## config.mk

```make
export PLATFORM = sky130hd
export DESIGN_NAME = rspo_rotate
export DESIGN_NICKNAME = d
export VERILOG_FILES = /design/src/rtl/core/rspo_pkg.sv /design/src/rtl/core/rspo_rotate.sv
export SDC_FILE = /design/constraint.sdc
export NUM_CORES = 2
export LEC_CHECK = 0
export BUFFER_PORTS_ARGS = -buffer_cell sky130_fd_sc_hd__buf_2
export CORE_MARGIN = 3
export CORE_UTILIZATION = 50
export CTS_CLUSTER_DIAMETER = 50
export DETAILED_ROUTE_END_ITERATION = 10
export PLACE_DENSITY = 0.69
export SYNTH_ARGS = -nofsm -noshare
export SYNTH_HDL_FRONTEND = slang
export SYNTH_SLANG_ARGS = --single-unit
```

## constraint.sdc

```tcl
create_clock -name clk -period 7.2 [get_ports clk]
set_clock_uncertainty 0.05 [all_clocks]
set_input_delay 0.36 -clock clk [delete_from_list [all_inputs] [get_ports clk]]
set_output_delay 0.36 -clock clk [all_outputs]
set_load 0.005 [all_outputs]
```

## src/rtl/core/rspo_pkg.sv

```systemverilog
// ============================================================================
// rspo_pkg: shared definitions of the rotated shape pixel occluder
// Field widths, occluder shape codes, register indexes and the pixel
// payload that travels alongside the pipeline.
// ============================================================================
`default_nettype none

package rspo_pkg;

  // Default geometry of the coordinate and fixed-point formats.
  localparam int COORD_BITS_DEF = 12;
  localparam int FRAC_BITS_DEF  = 14;

  // Fixed field widths.
  localparam int OFFSET_W  = 14;
  localparam int TRIG_W    = 16;
  localparam int COLOUR_W  = 8;
  localparam int SHAPE_W   = 3;
  localparam int CFG_IDX_W = 3;

  // Occluder shape codes.
  localparam logic [SHAPE_W-1:0] SHAPE_NONE    = 3'd0;
  localparam logic [SHAPE_W-1:0] SHAPE_BAND    = 3'd1;
  localparam logic [SHAPE_W-1:0] SHAPE_DISC    = 3'd2;
  localparam logic [SHAPE_W-1:0] SHAPE_ELLIPSE = 3'd3;
  localparam logic [SHAPE_W-1:0] SHAPE_SQUARE  = 3'd4;

  // Configuration register indexes.
  localparam logic [CFG_IDX_W-1:0] REG_SHAPE     = 3'd0;
  localparam logic [CFG_IDX_W-1:0] REG_CENTER_X  = 3'd1;
  localparam logic [CFG_IDX_W-1:0] REG_CENTER_Y  = 3'd2;
  localparam logic [CFG_IDX_W-1:0] REG_OFFSET_PX = 3'd3;
  localparam logic [CFG_IDX_W-1:0] REG_COS_ROT   = 3'd4;
  localparam logic [CFG_IDX_W-1:0] REG_SIN_ROT   = 3'd5;
  localparam logic [CFG_IDX_W-1:0] REG_SIZE_A    = 3'd6;
  localparam logic [CFG_IDX_W-1:0] REG_SIZE_B    = 3'd7;

  // Colour and mask of one pixel, carried unchanged down the pipeline.
  typedef struct packed {
    logic [COLOUR_W-1:0] red;
    logic [COLOUR_W-1:0] green;
    logic [COLOUR_W-1:0] blue;
    logic                mask;
  } pix_t;

endpackage

`default_nettype wire

```

## src/rtl/core/rspo_rotate.sv

```systemverilog
// ============================================================================
// rspo_rotate: offset, rotation and rounding of the pixel position
// Three register stages: distance from the shape origin, the four rotation
// products, then rounding to whole pixels and saturated magnitudes.
// ============================================================================
`default_nettype none

module rspo_rotate #(
  parameter int COORD_BITS = rspo_pkg::COORD_BITS_DEF,
  parameter int FRAC_BITS  = rspo_pkg::FRAC_BITS_DEF
) (
  input  logic                                  clk,
  input  logic                                  rst_n,
  input  logic                                  in_valid,
  input  logic [COORD_BITS-1:0]                 pixel_x,
  input  logic [COORD_BITS-1:0]                 pixel_y,
  input  rspo_pkg::pix_t                        in_pix,
  input  logic [COORD_BITS-1:0]                 center_x,
  input  logic [COORD_BITS-1:0]                 center_y,
  input  logic signed [rspo_pkg::OFFSET_W-1:0]  offset_px,
  input  logic signed [rspo_pkg::TRIG_W-1:0]    cos_rot,
  input  logic signed [rspo_pkg::TRIG_W-1:0]    sin_rot,
  output logic                                  out_valid,
  output logic [COORD_BITS:0]                   abs_x,
  output logic [COORD_BITS:0]                   abs_y,
  output rspo_pkg::pix_t                        out_pix
);
  import rspo_pkg::*;

  localparam int MW = (COORD_BITS > OFFSET_W) ? COORD_BITS : OFFSET_W;
  localparam int DW = MW + 2;           // horizontal distance
  localparam int YW = COORD_BITS + 1;   // vertical distance
  localparam int PW = TRIG_W + DW;      // one rotation product
  localparam int SW = PW + 1;           // sum of two products plus rounding
  localparam int AW = COORD_BITS + 1;   // saturated magnitude
  localparam logic signed [SW-1:0] HALF  = SW'(1) << (FRAC_BITS - 1);
  localparam logic [SW-1:0]        LIMIT = SW'(1) << COORD_BITS;

  // Round to the nearest pixel with ties upwards, then take the magnitude,
  // saturated at one more than the largest coordinate.
  function automatic logic [AW-1:0] round_mag(input logic signed [SW-1:0] v);
    logic signed [SW-1:0] q;
    logic [SW-1:0]        m;
    q = (v + HALF) >>> FRAC_BITS;
    m = q[SW-1] ? $unsigned(-q) : $unsigned(q);
    if (m > LIMIT) begin
      round_mag = AW'(LIMIT);
    end else begin
      round_mag = AW'(m);
    end
  endfunction

  logic                 s1_valid_r;
  logic signed [DW-1:0] dx_r, dx_nxt;
  logic signed [YW-1:0] dy_r, dy_nxt;
  pix_t                 s1_pix_r;

  logic                 s2_valid_r;
  logic signed [PW-1:0] cdx_r, cdx_nxt;
  logic signed [PW-1:0] sdy_r, sdy_nxt;
  logic signed [PW-1:0] cdy_r, cdy_nxt;
  logic signed [PW-1:0] sdx_r, sdx_nxt;
  pix_t                 s2_pix_r;

  logic                 s3_valid_r;
  logic signed [SW-1:0] rx_sum, ry_sum;
  logic [AW-1:0]        abs_x_r, abs_x_nxt;
  logic [AW-1:0]        abs_y_r, abs_y_nxt;
  pix_t                 s3_pix_r;

  // Stage 1: distance of the pixel from the shape origin.
  always_comb begin
    dx_nxt = $signed(DW'(pixel_x)) - $signed(DW'(center_x)) - DW'(offset_px);
    dy_nxt = $signed(YW'(pixel_y)) - $signed(YW'(center_y));
  end

  // Stage 2: the four products of the rotation.
  always_comb begin
    cdx_nxt = PW'(cos_rot) * PW'(dx_r);
    sdy_nxt = PW'(sin_rot) * PW'(dy_r);
    cdy_nxt = PW'(cos_rot) * PW'(dy_r);
    sdx_nxt = PW'(sin_rot) * PW'(dx_r);
  end

  // Stage 3: rotated coordinates, rounded and reduced to magnitudes.
  always_comb begin
    rx_sum    = SW'(cdx_r) + SW'(sdy_r);
    ry_sum    = SW'(cdy_r) - SW'(sdx_r);
    abs_x_nxt = round_mag(rx_sum);
    abs_y_nxt = round_mag(ry_sum);
  end

  // Valid bits of the three stages.
  always_ff @(posedge clk) begin
    if (!rst_n) begin
      s1_valid_r <= 1'b0;
      s2_valid_r <= 1'b0;
      s3_valid_r <= 1'b0;
    end else begin
      s1_valid_r <= in_valid;
      s2_valid_r <= s1_valid_r;
      s3_valid_r <= s2_valid_r;
    end
  end

  // Data registers of the three stages.
  always_ff @(posedge clk) begin
    dx_r     <= dx_nxt;
    dy_r     <= dy_nxt;
    s1_pix_r <= in_pix;
    cdx_r    <= cdx_nxt;
    sdy_r    <= sdy_nxt;
    cdy_r    <= cdy_nxt;
    sdx_r    <= sdx_nxt;
    s2_pix_r <= s1_pix_r;
    abs_x_r  <= abs_x_nxt;
    abs_y_r  <= abs_y_nxt;
    s3_pix_r <= s2_pix_r;
  end

  assign out_valid = s3_valid_r;
  assign abs_x     = abs_x_r;
  assign abs_y     = abs_y_r;
  assign out_pix   = s3_pix_r;

endmodule

`default_nettype wire

```

==> impl_results.rst <==
.. list-table::
   :header-rows: 1

   * - Metric
     - Value
   * - Outcome
     - finished clean
   * - Number of setup buffers added after CTS
     - 0
   * - Part of the cycle the worst path needs
     - 95.4%
   * - Final Core Density
     - 55.9%
   * - Grt total ovfl
     - 0
   * - Post-synthesis cell type count
     - 101
   * - Initial detailed-routing violation count
     - 2329
   * - Number of synthesized register bits
     - 252
   * - Critical path fanouts, max
     - 26
   * - Core area
     - 0.0874 mm^2
   * - Layout cell share with drive strength beyond 1
     - 8.53%
   * - Kind of end point of the critical path
     - flip-flop
   * - EDFF count, synth
     - 0
   * - Data required time of the critical path
     - 7.66 ns
   * - Sum Neg Setup Slack
     - 0 ns
   * - Top layer used by detailed routing
     - met5
   * - Number of max-cap violations
     - 0
   * - Time the worst path needs with I/O delays and setup
     - 6.87 ns
   * - Yosys warning total
     - 0
   * - Global Route Usage Sum
     - 23.5%
   * - Hpwl dp
     - 86.3 mm
   * - Sequential-to-total area share from yosys stat
     - 11.3%
   * - Kind of launch point of the worst setup path
     - flip-flop
   * - Clock-pin slew on the worst setup and hold paths
     - 0.05 ns
   * - Min-Delay Path Class
     - input port to flip-flop
   * - Cell chosen for the clock root
     - sky130_fd_sc_hd__clkbuf_16
   * - Avg WL per Cell
     - 17.1 um
   * - Clk sinks
     - 252
   * - Number of top-level pins
     - 174
   * - Met1 layer wirelength in the final routing
     - 46.9 mm
   * - Highest-count cells in the layout ignoring fill and taps
     - sky130_fd_sc_hd__inv_1, sky130_fd_sc_hd__fa_1, sky130_fd_sc_hd__nand2_1
   * - Total DRC errors in the routed layout
     - 0
   * - Count of input and output buffers
     - 173
   * - Pins Over Slew Limit
     - 0
   * - Area of the die
     - 0.0925 mm^2
   * - Die boundary width
     - 304 um
   * - Starting density of the core
     - 50.8%
   * - Syn_nets
     - 6226
   * - Vias post-DR
     - 32800
   * - Vias per cell
     - 5.32
   * - Clock network latency to the later pin of the worst-skew pair
     - 0.60 ns
   * - Synth async-reset ratio
     - 0%
   * - Pin count of the biggest net entering global routing
     - 33
   * - Final-report hold violation count
     - 0
   * - Final net count
     - 6370
   * - CTS max path bufs
     - 3
   * - Signed area change from the synthesized netlist to the final layout
     - 9.90%
   * - Commonest register cell after synthesis
     - sky130_fd_sc_hd__dfxtp_1
   * - Met2 WL
     - 45.1 mm
   * - Headroom to the max-slew limit
     - 23.9%
   * - TritonCTS clock tree
     - done
   * - Inst Count DP
     - 6046
   * - Vias in the first global route
     - 34100
   * - First-pass GRT wire length
     - 176 mm
   * - Total met3 wirelength after detailed routing
     - 9.23 mm
   * - Antenna Nets Post-Route
     - 0
   * - Fmax
     - 146 MHz
   * - Netlist Area Pre-Place
     - 0.0445 mm^2
   * - Antenna violations before repair
     - 8
   * - Avg Cell Area, Syn
     - 9.21 um^2
   * - Filler cell count
     - 7802
   * - Initial DRT Pass Iterations
     - 6
   * - Most common cell after layout, fill and taps aside
     - sky130_fd_sc_hd__inv_1
   * - Total CTS buffers
     - 46
   * - Height of the chip
     - 304 um
   * - Least-Margin Pin Slew
     - 1.14 ns
   * - Unrepaired setup endpoints after global routing
     - false
   * - Number of cells in the finished layout apart from fillers
     - 6166
   * - Arr. time, crit path
     - 7.32 ns
   * - Setup violations, final
     - 0
   * - Total detailed-routing wirelength
     - 105 mm
   * - Final RePlAce weighted congestion
     - 0.897
   * - Critical path type
     - flip-flop to flip-flop
   * - Level count of the clock H-tree
     - 2
   * - Syn Inst Count
     - 4825
   * - Total number of placement rows
     - 108
## cell families after synthesis
logic type / after synthesis / synth area share [%]
adder cells (fa/ha/maj): 1279 / 50.6
flip-flops: 252 / 11.3
AND/OR/NAND/NOR: 1444 / 16.1
AO/OA/AOI/OAI: 502 / 7.68
multiplexers: 10 / 0.231
buffers and inverters: 1108 / 9.45
XOR/XNOR: 230 / 4.62
## cell type report
type	count	area [um^2]	area share, %
clock inverter	34	462	0.945
timing repair buffer	302	2060	4.21
tap	1155	1450	2.96
antenna	4	10.0	0.0205
multi-input combinational	3465	35200	72.1
inverter	902	3390	6.93
sequential	252	5060	10.3
clock buffer	52	1210	2.48
## Yosys cell counts, drive strengths merged, types with 9 or more instances
cell type  number  area share [%]
or3            19            0.28
nor3           60            0.78
fa            863              39
a311oi         10            0.21
nor4           14            0.29
or2             9            0.13
nand3          49            0.57
o211ai         25            0.43
and2          340             4.8
xnor2         174             3.5
o21bai         26            0.44
xor2           56             1.1
o21a           18            0.30
o2111ai        10            0.20
nand2         618             5.2
ha            416              12
a21oi         132             1.5
clkbuf        193             1.6
dfxtp         252              11
and3           18            0.25
a211oi         19            0.35
inv           902             7.6
a21o           59             1.0
nand4          28            0.43
buf            13            0.20
a31oi          12            0.17
nand2b         84             1.2
nor2          154             1.3
nor2b          23            0.32
o21ai         108             1.2
## registers in the layout, indices dropped and copies added (netlist names), 13 cells and up
| name | flops |
|---|---|
| s1_pix_r | 25 |
| sdy_r | 29 |
| out_pix | 25 |
| cdy_r | 29 |
| dy_r | 13 |
| sdx_r | 31 |
| abs_y | 13 |
| abs_x | 13 |
| cdx_r | 31 |
| s2_pix_r | 25 |
| dx_r | 15 |
## stage by stage
| step | instance area, um^2 | hold WS (ns) | worst slack (ns) |
|---|---|---|---|
| floorplan | 44500 | 0.260 | 0.417 |
| finish | 48900 | 0.0752 | 0.335 |
| CTS | 48800 | 0.0378 | 0.143 |
| detailed placement | 46800 | 0.262 | 0.0881 |
| global placement | 46800 | 0.260 | 0.287 |
| global route | 48900 | 0.0790 | 0.00991 |
## critical path, stage by stage, from the launching register on
cell	delay [ns]
sky130_fd_sc_hd__dfxtp_2	0.44
sky130_fd_sc_hd__buf_12	0.21
sky130_fd_sc_hd__nand2_1	0.08
sky130_fd_sc_hd__fa_1	0.49
sky130_fd_sc_hd__inv_1	0.05
sky130_fd_sc_hd__fa_1	0.47
sky130_fd_sc_hd__ha_1	0.31
sky130_fd_sc_hd__ha_1	0.28
sky130_fd_sc_hd__inv_1	0.05
sky130_fd_sc_hd__fa_1	0.53
sky130_fd_sc_hd__inv_1	0.05
sky130_fd_sc_hd__ha_1	0.33
sky130_fd_sc_hd__fa_1	0.46
sky130_fd_sc_hd__a21o_1	0.19
sky130_fd_sc_hd__a21oi_1	0.22
sky130_fd_sc_hd__o21bai_1	0.09
sky130_fd_sc_hd__a21oi_1	0.22
sky130_fd_sc_hd__o21bai_1	0.11
sky130_fd_sc_hd__a21oi_2	0.20
sky130_fd_sc_hd__o21ai_0	0.17
sky130_fd_sc_hd__o41ai_1	0.29
sky130_fd_sc_hd__buf_4	0.19
sky130_fd_sc_hd__o2111ai_1	0.21
sky130_fd_sc_hd__a31oi_2	0.30
sky130_fd_sc_hd__nor2b_1	0.08
sky130_fd_sc_hd__o21a_1	0.19
sky130_fd_sc_hd__o41ai_1	0.31
sky130_fd_sc_hd__xnor2_1	0.18
## worst paths after layout
path / startpoint / endpoint / slack, ns / depth (start not counted)
max: dy_r[1]$_DFF_P_ / cdy_r[27]$_DFF_P_ / 0.33 / 27
min: center_y[11] / dy_r[12]$_DFF_P_ / 0.08 / 4
max reg2reg: dy_r[1]$_DFF_P_ / cdy_r[27]$_DFF_P_ / 0.33 / 27
min reg2reg: s2_pix_r[3]$_DFF_P_ / out_pix[3]$_DFF_P_ / 0.27 / 0
## what timing repair did
item	CTS	global route
hold buffers	30	0
endpoints found under the hold margin	30	0
gates resized for setup	0	16
endpoints found under the setup margin	0	14
## metal layers
| metal | global-route usage (%) | up-vias |
|---|---|---|
| met5 | 0 | - |
| li1 | - | 15200 |
| met3 | 5.05 | 178 |
| met1 | 34.1 | 16200 |
| met2 | 34.8 | 1220 |
| met4 | 8.32 | 2 |
Power is left out: the tool's default activity adds up to more than one toggle a clock period on the data nets, which glitch-free logic cannot reach.
